<file path="config.mk">
export PLATFORM = sky130hd
export DESIGN_NAME = delimited_frame_field_parser
export DESIGN_NICKNAME = d
export VERILOG_FILES = /design/src/hdl/dffp_pkg.sv /design/src/hdl/delimited_frame_field_parser.sv /design/src/hdl/dffp_front.sv /design/src/hdl/dffp_queue.sv /design/src/hdl/dffp_back.sv
export SDC_FILE = /design/constraint.sdc
export NUM_CORES = 1
export LEC_CHECK = 0
export CAP_MARGIN = 20
export CELL_PAD_IN_SITES_DETAIL_PLACEMENT = 0
export CELL_PAD_IN_SITES_GLOBAL_PLACEMENT = 1
export CORE_ASPECT_RATIO = 0.6
export CORE_MARGIN = 4
export CORE_UTILIZATION = 50
export CTS_BUF_LIST = sky130_fd_sc_hd__clkbuf_4 sky130_fd_sc_hd__clkbuf_8 sky130_fd_sc_hd__clkbuf_16
export CTS_CLUSTER_DIAMETER = 30
export DETAILED_ROUTE_END_ITERATION = 6
export DONT_BUFFER_PORTS = 1
export PLACE_DENSITY_LB_ADDON = 0.1
export SLEW_MARGIN = 25
export SYNTH_ARGS = -nofsm -noshare
export SYNTH_HDL_FRONTEND = slang
export SYNTH_HIERARCHICAL = 1
export SYNTH_SLANG_ARGS = --single-unit
</file>
<file path="constraint.sdc">
create_clock -name clk -period 5 [get_ports clk]
set_clock_uncertainty 0.05 [all_clocks]
set_input_delay 1.25 -clock clk [delete_from_list [all_inputs] [get_ports clk]]
set_output_delay 1.25 -clock clk [all_outputs]
set_load 0.03 [all_outputs]
</file>
<file path="src/hdl/dffp_pkg.sv">
// Shared types, constants and helper functions of the delimited frame field parser.
package dffp_pkg;

  // Sequence registers hold up to four bytes each. Lengths are clamped to MAX_SEQ_BYTES.
  localparam int MAX_SEQ_BYTES = 4;
  localparam int SEQ_REG_BYTES = 4;
  localparam int SEQ_IDX_W     = $clog2(SEQ_REG_BYTES);
  localparam int CNT_W         = $clog2(MAX_SEQ_BYTES + 1);
  localparam int LEN_W         = 3;
  localparam int LEN_CMP_W     = 4;
  localparam int FCNT_W        = 4;

  // Payload store geometry.
  localparam int STORE_DEPTH = 32;
  localparam int IDX_W       = $clog2(STORE_DEPTH);
  localparam int FILL_W      = $clog2(STORE_DEPTH + 1);
  localparam int ENTRY_W     = 9;

  // Request queue between the parser and the drain engine.
  localparam int Q_DEPTH = 4;
  localparam int Q_PTR_W = $clog2(Q_DEPTH);
  localparam int Q_CNT_W = $clog2(Q_DEPTH + 1);

  // Configuration port.
  localparam int ADDR_W = 5;
  localparam int DATA_W = 32;

  // Register indexes.
  localparam logic [2:0] REG_START_SEQ   = 3'd0;
  localparam logic [2:0] REG_START_LEN   = 3'd1;
  localparam logic [2:0] REG_SEP_SEQ     = 3'd2;
  localparam logic [2:0] REG_SEP_LEN     = 3'd3;
  localparam logic [2:0] REG_END_SEQ     = 3'd4;
  localparam logic [2:0] REG_END_LEN     = 3'd5;
  localparam logic [2:0] REG_FIELD_COUNT = 3'd6;

  // Queue request kinds.
  localparam logic OP_WRITE  = 1'b0;
  localparam logic OP_FINISH = 1'b1;

  // Store entry with the field-end marker in the top bit.
  localparam logic [ENTRY_W-1:0] MARKER_ENTRY = {1'b1, 8'h00};

  typedef struct packed {
    logic [31:0]       start_seq;
    logic [LEN_W-1:0]  start_len;
    logic [31:0]       sep_seq;
    logic [LEN_W-1:0]  sep_len;
    logic [31:0]       end_seq;
    logic [LEN_W-1:0]  end_len;
    logic [FCNT_W-1:0] field_count;
  } cfg_t;

  // One request from the parser: a store write, or the end of a frame with its fill count.
  typedef struct packed {
    logic               op;
    logic [ENTRY_W-1:0] entry;
    logic [FILL_W-1:0]  idx;
  } q_entry_t;

  // Byte k of a sequence register; positions past the register read as zero.
  function automatic logic [7:0] seq_byte(input logic [31:0] seq, input logic [CNT_W-1:0] k);
    logic [7:0] b;
    b = 8'h00;
    if (k < CNT_W'(SEQ_REG_BYTES)) begin
      b = seq[{k[SEQ_IDX_W-1:0], 3'b000} +: 8];
    end
    return b;
  endfunction

  // Length clamped to the range from minimum to MAX_SEQ_BYTES.
  function automatic logic [CNT_W-1:0] eff_len(input logic [LEN_W-1:0] len,
                                               input logic [CNT_W-1:0] minimum);
    logic [LEN_CMP_W-1:0] v;
    v = LEN_CMP_W'(len);
    if (v < LEN_CMP_W'(minimum)) begin
      v = LEN_CMP_W'(minimum);
    end
    if (v > LEN_CMP_W'(MAX_SEQ_BYTES)) begin
      v = LEN_CMP_W'(MAX_SEQ_BYTES);
    end
    return CNT_W'(v);
  endfunction

endpackage

</file>
<file path="src/hdl/delimited_frame_field_parser.sv">
// Top level of the delimited frame field parser: configuration registers and the two halves.
//
//   Channel  Direction  Handshake          Payload
//   in_      input      in_valid/in_stall  in_rx_byte
//   out_     output     out_valid/out_stall out_payload_byte, out_has_byte, out_field_end,
//                                          out_frame_last
//   config   input      psel/penable/pwrite paddr, pwdata, prdata (pready tied high)
//
// The parser takes one byte per cycle while its four-entry request queue has room.
// A completed frame drains through the single store read port: each stored entry is
// read and then emitted, and the closing item follows the last entry.
// While a frame drains, requests pile up in the queue and the input stalls once it is full.
// Reset is synchronous and active low; the payload store is not cleared.
// A stall on the result side holds the output register and backs up into the queue.
module delimited_frame_field_parser (
  input  logic                        clk,
  input  logic                        rst_n,
  input  logic                        in_valid,
  output logic                        in_stall,
  input  logic [7:0]                  in_rx_byte,
  output logic                        out_valid,
  input  logic                        out_stall,
  output logic [7:0]                  out_payload_byte,
  output logic                        out_has_byte,
  output logic                        out_field_end,
  output logic                        out_frame_last,
  input  logic                        psel,
  input  logic                        penable,
  input  logic                        pwrite,
  input  logic [dffp_pkg::ADDR_W-1:0] paddr,
  input  logic [dffp_pkg::DATA_W-1:0] pwdata,
  output logic [dffp_pkg::DATA_W-1:0] prdata,
  output logic                        pready
);
  import dffp_pkg::*;

  cfg_t       cfg_r;
  logic       cfg_we;
  logic [2:0] reg_idx;
  logic       push, q_full, q_not_empty, q_pop;
  q_entry_t   push_data, q_head;

  assign pready  = 1'b1;
  assign cfg_we  = psel && penable && pwrite;
  assign reg_idx = paddr[ADDR_W-1:2];

  // Configuration register writes.
  always_ff @(posedge clk) begin
    if (!rst_n) begin
      cfg_r.start_seq   <= 32'd0;
      cfg_r.start_len   <= LEN_W'(1);
      cfg_r.sep_seq     <= 32'd44;
      cfg_r.sep_len     <= LEN_W'(1);
      cfg_r.end_seq     <= 32'd10;
      cfg_r.end_len     <= LEN_W'(1);
      cfg_r.field_count <= FCNT_W'(1);
    end else if (cfg_we) begin
      unique case (reg_idx)
        REG_START_SEQ:   cfg_r.start_seq   <= pwdata;
        REG_START_LEN:   cfg_r.start_len   <= pwdata[LEN_W-1:0];
        REG_SEP_SEQ:     cfg_r.sep_seq     <= pwdata;
        REG_SEP_LEN:     cfg_r.sep_len     <= pwdata[LEN_W-1:0];
        REG_END_SEQ:     cfg_r.end_seq     <= pwdata;
        REG_END_LEN:     cfg_r.end_len     <= pwdata[LEN_W-1:0];
        REG_FIELD_COUNT: cfg_r.field_count <= pwdata[FCNT_W-1:0];
        default: begin
        end
      endcase
    end
  end

  // Register read-back.
  always_comb begin
    unique case (reg_idx)
      REG_START_SEQ:   prdata = cfg_r.start_seq;
      REG_START_LEN:   prdata = DATA_W'(cfg_r.start_len);
      REG_SEP_SEQ:     prdata = cfg_r.sep_seq;
      REG_SEP_LEN:     prdata = DATA_W'(cfg_r.sep_len);
      REG_END_SEQ:     prdata = cfg_r.end_seq;
      REG_END_LEN:     prdata = DATA_W'(cfg_r.end_len);
      REG_FIELD_COUNT: prdata = DATA_W'(cfg_r.field_count);
      default:         prdata = '0;
    endcase
  end

  dffp_front u_front (
    .clk        (clk),
    .rst_n      (rst_n),
    .cfg        (cfg_r),
    .in_valid   (in_valid),
    .in_rx_byte (in_rx_byte),
    .in_stall   (in_stall),
    .q_full     (q_full),
    .push       (push),
    .push_data  (push_data)
  );

  dffp_queue u_queue (
    .clk       (clk),
    .rst_n     (rst_n),
    .push      (push),
    .push_data (push_data),
    .pop       (q_pop),
    .full      (q_full),
    .not_empty (q_not_empty),
    .head      (q_head)
  );

  dffp_back u_back (
    .clk              (clk),
    .rst_n            (rst_n),
    .q_not_empty      (q_not_empty),
    .q_head           (q_head),
    .q_pop            (q_pop),
    .out_valid        (out_valid),
    .out_stall        (out_stall),
    .out_payload_byte (out_payload_byte),
    .out_has_byte     (out_has_byte),
    .out_field_end    (out_field_end),
    .out_frame_last   (out_frame_last)
  );

endmodule

</file>
<file path="src/hdl/dffp_front.sv">
// Front end: matches start, separator and end sequences and issues store requests.
module dffp_front (
  input  logic                clk,
  input  logic                rst_n,
  input  dffp_pkg::cfg_t      cfg,
  input  logic                in_valid,
  input  logic [7:0]          in_rx_byte,
  output logic                in_stall,
  input  logic                q_full,
  output logic                push,
  output dffp_pkg::q_entry_t  push_data
);
  import dffp_pkg::*;

  logic [CNT_W-1:0]  start_r, start_nxt;
  logic [CNT_W-1:0]  sep_r, sep_nxt;
  logic [CNT_W-1:0]  end_r, end_nxt;
  logic [FCNT_W-1:0] fields_r, fields_nxt;
  logic [FILL_W-1:0] fill_r, fill_nxt;

  logic [CNT_W-1:0]  sl, pl, el;
  logic [CNT_W-1:0]  sep_inc, end_inc;
  logic [FCNT_W-1:0] fields_inc;
  logic              accept;
  logic              store_full;
  logic              frame_clr;

  // The parser stalls only when the request queue has no room.
  assign in_stall = q_full;
  assign accept   = in_valid && !q_full;

  assign sl         = eff_len(cfg.start_len, CNT_W'(0));
  assign pl         = eff_len(cfg.sep_len, CNT_W'(1));
  assign el         = eff_len(cfg.end_len, CNT_W'(1));
  assign sep_inc    = sep_r + CNT_W'(1);
  assign end_inc    = end_r + CNT_W'(1);
  assign fields_inc = fields_r + FCNT_W'(1);
  assign store_full = fill_r >= FILL_W'(STORE_DEPTH);

  // Classify the accepted byte and work out the next match state.
  always_comb begin
    start_nxt       = start_r;
    sep_nxt         = sep_r;
    end_nxt         = end_r;
    fields_nxt      = fields_r;
    fill_nxt        = fill_r;
    frame_clr       = 1'b0;
    push            = 1'b0;
    push_data.op    = OP_WRITE;
    push_data.entry = {1'b0, in_rx_byte};
    push_data.idx   = fill_r;
    if (accept) begin
      priority if (start_r < sl && sep_r == '0 && end_r == '0 && fields_r == '0) begin
        // Matching the start sequence.
        if (in_rx_byte == seq_byte(cfg.start_seq, start_r)) begin
          start_nxt = start_r + CNT_W'(1);
        end else begin
          frame_clr = 1'b1;
        end
      end else if (start_r == sl && end_r == '0 && fields_r < cfg.field_count) begin
        // Collecting payload; separators win over the end sequence.
        priority if (sep_r < pl && in_rx_byte == seq_byte(cfg.sep_seq, sep_r)) begin
          if (sep_inc == pl) begin
            if (store_full) begin
              frame_clr = 1'b1;
            end else begin
              push            = 1'b1;
              push_data.entry = MARKER_ENTRY;
              fill_nxt        = fill_r + FILL_W'(1);
              fields_nxt      = fields_inc;
              sep_nxt         = '0;
            end
          end else begin
            sep_nxt = sep_inc;
          end
        end else if (sep_r != '0) begin
          frame_clr = 1'b1;
        end else if (in_rx_byte == seq_byte(cfg.end_seq, CNT_W'(0))) begin
          if (el == CNT_W'(1) && fields_inc == cfg.field_count) begin
            push         = 1'b1;
            push_data.op = OP_FINISH;
            frame_clr    = 1'b1;
          end else begin
            fields_nxt = fields_inc;
            end_nxt    = CNT_W'(1);
          end
        end else if (store_full) begin
          frame_clr = 1'b1;
        end else begin
          push     = 1'b1;
          fill_nxt = fill_r + FILL_W'(1);
        end
      end else if (start_r == sl && sep_r == '0 && end_r < el &&
                   fields_r == cfg.field_count) begin
        // Matching the rest of the end sequence.
        if (in_rx_byte == seq_byte(cfg.end_seq, end_r)) begin
          if (end_inc == el) begin
            push         = 1'b1;
            push_data.op = OP_FINISH;
            frame_clr    = 1'b1;
          end else begin
            end_nxt = end_inc;
          end
        end else begin
          frame_clr = 1'b1;
        end
      end else begin
        frame_clr = 1'b1;
      end
      // A drop or a completed frame returns the parser to its idle state.
      if (frame_clr) begin
        start_nxt  = '0;
        sep_nxt    = '0;
        end_nxt    = '0;
        fields_nxt = '0;
        fill_nxt   = '0;
      end
    end
  end

  // Match state registers.
  always_ff @(posedge clk) begin
    if (!rst_n) begin
      start_r  <= '0;
      sep_r    <= '0;
      end_r    <= '0;
      fields_r <= '0;
      fill_r   <= '0;
    end else begin
      start_r  <= start_nxt;
      sep_r    <= sep_nxt;
      end_r    <= end_nxt;
      fields_r <= fields_nxt;
      fill_r   <= fill_nxt;
    end
  end

endmodule

</file>
<file path="src/hdl/dffp_queue.sv">
// Short request queue between the parser and the drain engine.
module dffp_queue (
  input  logic                clk,
  input  logic                rst_n,
  input  logic                push,
  input  dffp_pkg::q_entry_t  push_data,
  input  logic                pop,
  output logic                full,
  output logic                not_empty,
  output dffp_pkg::q_entry_t  head
);
  import dffp_pkg::*;

  q_entry_t           slot_r [Q_DEPTH];
  logic [Q_PTR_W-1:0] wr_ptr_r, rd_ptr_r;
  logic [Q_CNT_W-1:0] count_r;
  logic               do_push, do_pop;

  assign full      = count_r == Q_CNT_W'(Q_DEPTH);
  assign not_empty = count_r != '0;
  assign head      = slot_r[rd_ptr_r];
  assign do_push   = push && !full;
  assign do_pop    = pop && not_empty;

  // Entry storage.
  always_ff @(posedge clk) begin
    if (do_push) begin
      slot_r[wr_ptr_r] <= push_data;
    end
  end

  // Pointers and occupancy.
  always_ff @(posedge clk) begin
    if (!rst_n) begin
      wr_ptr_r <= '0;
      rd_ptr_r <= '0;
      count_r  <= '0;
    end else begin
      if (do_push) begin
        wr_ptr_r <= (wr_ptr_r == Q_PTR_W'(Q_DEPTH - 1)) ? '0 : wr_ptr_r + Q_PTR_W'(1);
      end
      if (do_pop) begin
        rd_ptr_r <= (rd_ptr_r == Q_PTR_W'(Q_DEPTH - 1)) ? '0 : rd_ptr_r + Q_PTR_W'(1);
      end
      if (do_push && !do_pop) begin
        count_r <= count_r + Q_CNT_W'(1);
      end else if (do_pop && !do_push) begin
        count_r <= count_r - Q_CNT_W'(1);
      end
    end
  end

endmodule

</file>
<file path="src/hdl/dffp_back.sv">
// Back end: owns the payload store, performs writes and drains completed frames.
module dffp_back (
  input  logic                clk,
  input  logic                rst_n,
  input  logic                q_not_empty,
  input  dffp_pkg::q_entry_t  q_head,
  output logic                q_pop,
  output logic                out_valid,
  input  logic                out_stall,
  output logic [7:0]          out_payload_byte,
  output logic                out_has_byte,
  output logic                out_field_end,
  output logic                out_frame_last
);
  import dffp_pkg::*;

  localparam logic [1:0] B_IDLE = 2'd0;
  localparam logic [1:0] B_READ = 2'd1;
  localparam logic [1:0] B_EMIT = 2'd2;
  localparam logic [1:0] B_LAST = 2'd3;

  logic [ENTRY_W-1:0] mem [STORE_DEPTH];
  logic [ENTRY_W-1:0] rdata_r;
  logic [1:0]         state_r, state_nxt;
  logic [FILL_W-1:0]  cnt_r, cnt_nxt;
  logic [FILL_W-1:0]  len_r, len_nxt;
  logic               out_valid_r;
  logic [7:0]         out_byte_r;
  logic               out_has_r, out_fe_r, out_fl_r;
  logic               slot_free;
  logic               load_entry, load_last;
  logic               mem_we;

  assign slot_free = !out_valid_r || !out_stall;
  assign q_pop     = (state_r == B_IDLE) && q_not_empty;
  assign mem_we    = q_pop && (q_head.op == OP_WRITE);

  // Drain sequencer: each stored entry is read in B_READ, then emitted in B_EMIT.
  always_comb begin
    state_nxt  = state_r;
    cnt_nxt    = cnt_r;
    len_nxt    = len_r;
    load_entry = 1'b0;
    load_last  = 1'b0;
    unique case (state_r)
      B_IDLE: begin
        if (q_pop && q_head.op == OP_FINISH) begin
          cnt_nxt   = '0;
          len_nxt   = q_head.idx;
          state_nxt = (q_head.idx == '0) ? B_LAST : B_READ;
        end
      end
      B_READ: begin
        state_nxt = B_EMIT;
      end
      B_EMIT: begin
        if (slot_free) begin
          load_entry = 1'b1;
          cnt_nxt    = cnt_r + FILL_W'(1);
          state_nxt  = (cnt_r + FILL_W'(1) == len_r) ? B_LAST : B_READ;
        end
      end
      B_LAST: begin
        if (slot_free) begin
          load_last = 1'b1;
          state_nxt = B_IDLE;
        end
      end
    endcase
  end

  // Payload store with a registered read port.
  always_ff @(posedge clk) begin
    if (mem_we) begin
      mem[q_head.idx[IDX_W-1:0]] <= q_head.entry;
    end
    if (state_r == B_READ) begin
      rdata_r <= mem[cnt_r[IDX_W-1:0]];
    end
  end

  // Sequencer registers.
  always_ff @(posedge clk) begin
    if (!rst_n) begin
      state_r <= B_IDLE;
      cnt_r   <= '0;
      len_r   <= '0;
    end else begin
      state_r <= state_nxt;
      cnt_r   <= cnt_nxt;
      len_r   <= len_nxt;
    end
  end

  // Output register; it holds while the receiver stalls.
  always_ff @(posedge clk) begin
    if (!rst_n) begin
      out_valid_r <= 1'b0;
    end else if (load_entry || load_last) begin
      out_valid_r <= 1'b1;
    end else if (!out_stall) begin
      out_valid_r <= 1'b0;
    end
  end

  always_ff @(posedge clk) begin
    if (load_entry) begin
      out_byte_r <= rdata_r[8] ? 8'h00 : rdata_r[7:0];
      out_has_r  <= !rdata_r[8];
      out_fe_r   <= rdata_r[8];
      out_fl_r   <= 1'b0;
    end else if (load_last) begin
      out_byte_r <= 8'h00;
      out_has_r  <= 1'b0;
      out_fe_r   <= 1'b1;
      out_fl_r   <= 1'b1;
    end
  end

  assign out_valid        = out_valid_r;
  assign out_payload_byte = out_byte_r;
  assign out_has_byte     = out_has_r;
  assign out_field_end    = out_fe_r;
  assign out_frame_last   = out_fl_r;

endmodule

</file>
==> results.json, run 1 <==
{
  "outcome": "completed",
  "io_pins": 98,
  "cts_tree": "done",
  "clockPowerShare_pct": 55.2,
  "synth_cells": 1829,
  "crit_path_max_fanout": 13,
  "initial_core_util_pct": 51.06,
  "required_ps": 5470,
  "synth_seq_cells": 524,
  "ys_seq_area_share_pct": 59.55,
  "power.leakage_nw": 9.376,
  "post_cts_buffers": 0,
  "final_common_cell": "edfxtp_1",
  "combinationalPowerShare_pct": 2.5,
  "whs_path_depth": 2,
  "layout_common_cells": "edfxtp_1, mux2i_1, nand2_1",
  "root_buffer": "clkbuf_16",
  "nNetsFinal": 1911,
  "hp-class": "reg -> reg",
  "drv_slew": 0,
  "synth_edf_count": 371,
  "fillers": 3758,
  "synth_area_um2": 23850,
  "yosys_warnings": 6,
  "regArea_um2": 14210,
  "async_reset_ff_share_pct": 0,
  "antenna_left": 0,
  "dpl_cell_area_um2": 24220,
  "drive_gt1_share_pct": 13.57,
  "via_per_inst": 6.054,
  "worstHoldEndpoint": "cfg_r[58]",
  "finalCriticalPeriod_ps": 4561,
  "fin_area_um2": 27270,
  "utilization_pct": 58.37,
  "hold_violations": 0,
  "htreeDepth": 3,
  "synth_top_flop_cell": "edfxtp_1",
  "core-area_um2": 46710,
  "grt_pass1_wl_um": 96600,
  "syn_nets": 1911,
  "cts_resized": 0,
  "setup_viol": 0,
  "drv_cap": 0,
  "timing.rr.start": "u_front/end_r[0]",
  "cts_buffers": 86,
  "port_buffers": 0,
  "intPower_mw": 8.655,
  "cp.arrival_ps": 5030,
  "drt-total-wl_um": 65280,
  "fp.dieArea_um2": 51380,
  "yosysUniqueCellTypes": 88,
  "clkSinkCount": 524,
  "drc": 0,
  "antenna_found_initial": 1,
  "dr.pass1.iters": 5,
  "std_cell_rows": 61,
  "critPathLaunchType": "register",
  "grt_use_total_pct": 25.17,
  "max_freq_mhz": 219.3,
  "hold_slack_ps": 422.7,
  "routedWlPerCell_um": 25.79,
  "ir_drop_v": 0.0003148,
  "num_vias": 15323,
  "area_growth_pct": 14.32,
  "power.density_nw_per_um2": 404.8,
  "clock_latency_ps": 600,
  "syn_area_per_cell_um2": 13.04,
  "grt_setup_unrepaired": "no",
  "cp-end-kind": "register",
  "holdBufCountCts": 0,
  "reg2regPathDepth": 14,
  "switching_share_pct": 21.58,
  "gp_congestion": 0.8903,
  "setup_slack_ps": 439.5,
  "diodes": 0,
  "cts.path.max_buffers": 3,
  "drt_iter0_drc": 1572,
  "crit_type": "reg -> reg",
  "rrSetupSlack_ps": 440,
  "grt_remaining_overflow": 0,
  "clkTransAtPathRegs_ps": 60,
  "setup_tns_ps": 0,
  "r2r-end": "u_queue/count_r[2]",
  "multi_input_area_um2": 8870,
  "finalCritPeriodShare_pct": 91.21,
  "slew_headroom_pct": 31.85,
  "dpl.hpwl_um": 44170,
  "die_x_um": 290.0,
  "tightestPinTransition_ps": 1019,
  "grt_pass1_vias": 14408,
  "pwr-share-seq_pct": 42.4,
  "fp.dieH_um": 177.2,
  "p_sw_mw": 2.382,
  "place_ws_ps": 236.2,
  "grt_max_degree": 179,
  "min_from": "cfg_r[58]"
}
[power groups by stage]
stage                     clock network (mW)  logic [mW]  registers (mW)
after CTS                               6.18       0.268            4.68
after global routing                    6.40       0.292            4.68
after floorplan                            0       0.240            4.75
final                                   6.09       0.271            4.68
after detailed placement                   0       0.267            4.76
after global placement                     0       0.263            4.76
[per-stage QoR]
stage | std cells | power [mW]
after detailed placement | 2371 | 5.030
after global routing | 2531 | 11.37
after floorplan | 1829 | 4.991
after CTS | 2531 | 11.13
after global placement | 2371 | 5.025
final | 2531 | 11.04
[worst max-delay path by stage]
stage	startpoint	to	slack [ps]	cells past startpoint
finish	u_front/end_r[0]	u_queue/count_r[2]	440	14
global route	u_front/sep_r[0]	u_queue/count_r[2]	70	15
CTS	u_front/end_r[0]	u_queue/count_r[2]	480	14
detailed placement	in_rx_byte[1]	u_queue/count_r[2]	240	15
global placement	in_rx_byte[1]	u_queue/count_r[2]	270	15
floorplan	in_rx_byte[1]	u_queue/count_r[2]	330	17
[registers in the layout, summed over array words and instances (netlist names), 2 cells and up, named ones only]
name,cells
u_front/start_r,3
u_back/state_r,2
u_front/end_r,3
u_back/rdata_r,9
cfg_r,109
u_back/mem,288
u_front/sep_r,3
u_back/len_r,6
u_queue/rd_ptr_r,2
u_queue/wr_ptr_r,2
u_front/fields_r,4
u_queue/slot_r,64
u_front/fill_r,6
u_back/cnt_r,6
u_back/out_payload_byte,8
u_queue/count_r,3
[layout make-up]
type	count	share of cell area, %
clock buffer	100	8.838
inverter	33	0.4543
clock inverter	60	2.336
tap	630	2.891
sequential	524	52.11
multi-input combinational	1155	32.53
timing repair buffer	29	0.8443
[cell families (layout without fill, tap and decap cells)]
logic type	after synthesis	in the layout	synth area share, %
buf+inv	150	222	3.326
fa+ha+maj	30	30	1.605
flops	524	524	59.55
other cells	1	1	0.01572
mux	335	335	16.26
xor+xnor	43	43	1.579
simple gates	528	528	10.86
compound gates	218	218	6.809
[cells in the mapped netlist (all sizes together) (8+ instances only)]
library cell | number | share of area, %
nand2 | 195 | 3.1
a21boi | 11 | 0.35
a2bb2oi | 29 | 1.1
buf | 74 | 2.1
inv | 32 | 0.50
and2 | 22 | 0.58
a21oi | 23 | 0.50
edfxtp | 371 | 47
o21ai | 27 | 0.58
nand3b | 8 | 0.25
nor3 | 10 | 0.26
or2 | 8 | 0.21
nand4 | 17 | 0.47
mux4 | 40 | 3.9
nor4b | 9 | 0.36
clkbuf | 43 | 0.68
xor2 | 20 | 0.73
nor2b | 32 | 0.84
ha | 29 | 1.5
a22oi | 65 | 2.0
nor2 | 115 | 1.9
nand3 | 62 | 1.3
dfxtp | 153 | 13
xnor2 | 23 | 0.84
nand2b | 9 | 0.24
mux2i | 294 | 12
or3 | 8 | 0.23
[critical path, stage by stage, from the launching register on]
cell	delay [ps]
dfxtp_1	920
mux4_2	730
nor4b_1	320
a41oi_1	80
a32oi_1	310
nand3_1	180
a21oi_1	180
and2_1	180
nor2b_1	210
ha_1	210
inv_1	60
fa_1	380
xor2_1	170
or3_1	320
a21boi_0	160
[metal layers]
layer / track usage, % / part of all wire (%)
met5: 0 / 0
met4: 4.523 / 0.99
met3: 8.164 / 10
met2: 31.05 / 38
met1: 41.98 / 51
Power figures use the tool's default switching activity.
==> run 2, diff against run 1 <==
CORE_ASPECT_RATIO = 0.5   (was 0.6)
==> run 2 against run 1 <==
  * First-iteration DRC count shrank 35%
  * Clock power down 12%
  * Critical endpoint unchanged
  * Sequential power barely moved
  * Critical path depth rose by 2
  * Worst hold slack improved by 2.4 ps
  * Via count down 3.2%
  * Maximum frequency rose by 0.72%
  * Core utilization decreased by 1.3 points
  * Global-route usage fell by 2.1 points
  * Routed wire length decreased by 10%
==> results.json, run 2 (same netlist as run 1, synthesis figures left out) <==
{
  "largest_reg_flops": 288,
  "grt_setup_unrepaired": "no",
  "hold_slack_ps": 425.1,
  "drv_slew": 0,
  "routedWlPerCell_um": 23.42,
  "holdBufCountCts": 0,
  "timing.rr.start": "u_front/sep_r[0]",
  "whs_path_depth": 2,
  "power.density_nw_per_um2": 383.2,
  "drt-total-wl_um": 58780,
  "crit_path_max_fanout": 10,
  "num_vias": 14827,
  "initial_core_util_pct": 50.73,
  "grt_pass1_wl_um": 90270,
  "required_ps": 5460,
  "clkSinkCount": 524,
  "critPathLaunchType": "register",
  "finalCritPeriodShare_pct": 90.56,
  "outcome": "completed",
  "cp-end-kind": "register",
  "dpl.hpwl_um": 38390,
  "gp_congestion": 0.8511,
  "drc": 0,
  "cts_tree": "done",
  "root_buffer": "clkbuf_16",
  "rrSetupSlack_ps": 470,
  "slowest_stage": "mux4_2",
  "worstHoldEndpoint": "u_back/len_r[4]",
  "stdcell_count": 2510,
  "clock_latency_ps": 610,
  "antenna_left": 0,
  "setup_tns_ps": 0,
  "final_common_cell": "edfxtp_1",
  "cts.path.max_buffers": 3,
  "port_buffers": 0,
  "std_cell_rows": 56,
  "dp_cells": 2382,
  "fp.dieArea_um2": 51470,
  "grt_pass1_vias": 15046,
  "drv_cap": 0,
  "grt_use_total_pct": 23.04,
  "max_freq_mhz": 220.9,
  "post_cts_buffers": 0,
  "layout_common_cells": "edfxtp_1, mux2i_1, nand2_1",
  "reg2regPathDepth": 16,
  "slew_headroom_pct": 34.18,
  "cp.buffers_inverters": 2,
  "utilization_pct": 57.04,
  "slowest_delay_ps": 560,
  "crit_chain": "buf_12, mux4_2, xnor2_1, a22oi_1, a2111o_1, nor3_1, nor2_1, o21ai_0, and2_1, nor2b_1, ha_1, inv_1, fa_1, xor2_1, or3_1, a21boi_0",
  "fp.dieH_um": 162.4,
  "cp.arrival_ps": 4990,
  "fin_total_pwr_mw": 10.28,
  "cts_resized": 0,
  "power.leakage_nw": 9.151,
  "core-area_um2": 47020,
  "nNetsFinal": 1900,
  "hold_violations": 0,
  "finalCriticalPeriod_ps": 4528,
  "r2r-end": "u_queue/count_r[2]",
  "crit_type": "reg -> reg",
  "io_pins": 98,
  "drive_gt1_share_pct": 12.40,
  "via_per_inst": 5.907,
  "cp_top_family": "simple AND/OR/NAND/NOR gates",
  "htreeDepth": 3,
  "hp-class": "reg -> reg",
  "antenna_found_initial": 0,
  "area_growth_pct": 12.44,
  "min_from": "u_back/len_r[4]",
  "clkTransAtPathRegs_ps": 60,
  "dr.pass1.iters": 5,
  "tightestPinTransition_ps": 983.7,
  "cts_buffers": 72,
  "setup_viol": 0,
  "grt_max_degree": 179,
  "ir_drop_v": 0.0002129,
  "drt_iter0_drc": 1023,
  "grt_remaining_overflow": 0,
  "die_x_um": 316.9
}
run 2: worst reg2reg max path, cell delays in order (launching register included):
cell	delay [ps]
dfxtp_1	550
buf_12	200
mux4_2	570
xnor2_1	160
a22oi_1	150
a2111o_1	490
nor3_1	330
nor2_1	80
o21ai_0	140
and2_1	130
nor2b_1	280
ha_1	240
inv_1	60
fa_1	370
xor2_1	150
or3_1	300
a21boi_0	190
run 2: how the worst max path moves through the flow:
stage,depth (start not counted),to,from
2_1_floorplan,17,u_queue/count_r[2],in_rx_byte[1]
3_3_place_gp,15,u_queue/count_r[2],in_rx_byte[1]
3_5_place_dp,15,u_queue/count_r[2],in_rx_byte[1]
4_1_cts,16,u_queue/count_r[2],u_front/sep_r[0]
5_1_grt,16,u_queue/count_r[2],u_front/sep_r[0]
6_report,16,u_queue/count_r[2],u_front/sep_r[0]
run 2: routing by layer:
layer	GRT usage (%)	vias up	share of wire, %
li1	-	6829	-
met1	30.75	7494	44
met2	38.85	404	49
met3	4.641	100	4.8
met4	6.013	0	2.1
met5	0	-	0
run 2: per-stage QoR:
| step | area (µm²) | setup slack [ps] |
|---|---|---|
| after floorplan | 23850 | 329.6 |
| after global routing | 26820 | 143.3 |
| after detailed placement | 24270 | 115.7 |
| final | 26820 | 472.2 |
| after CTS | 26820 | 476.5 |
| after global placement | 24260 | 120.9 |
run 2: area by class of cell:
class	instances	area, µm²
diodes	1	2.502
clock buffers	77	1869
multi-input cells	1155	8871
flip-flops and latches	524	14210
clock inverters	50	681.9
inverters	33	123.9
fillers	3789	20200
well taps	638	798.3
repair buffers	32	265.3
run 2: power by group:
part | switching, mW | internal, mW | total [mW]
Combinational | 0.159 | 0.100 | 0.259
Sequential | 0.0352 | 4.63 | 4.67
Clock | 2.05 | 3.31 | 5.35
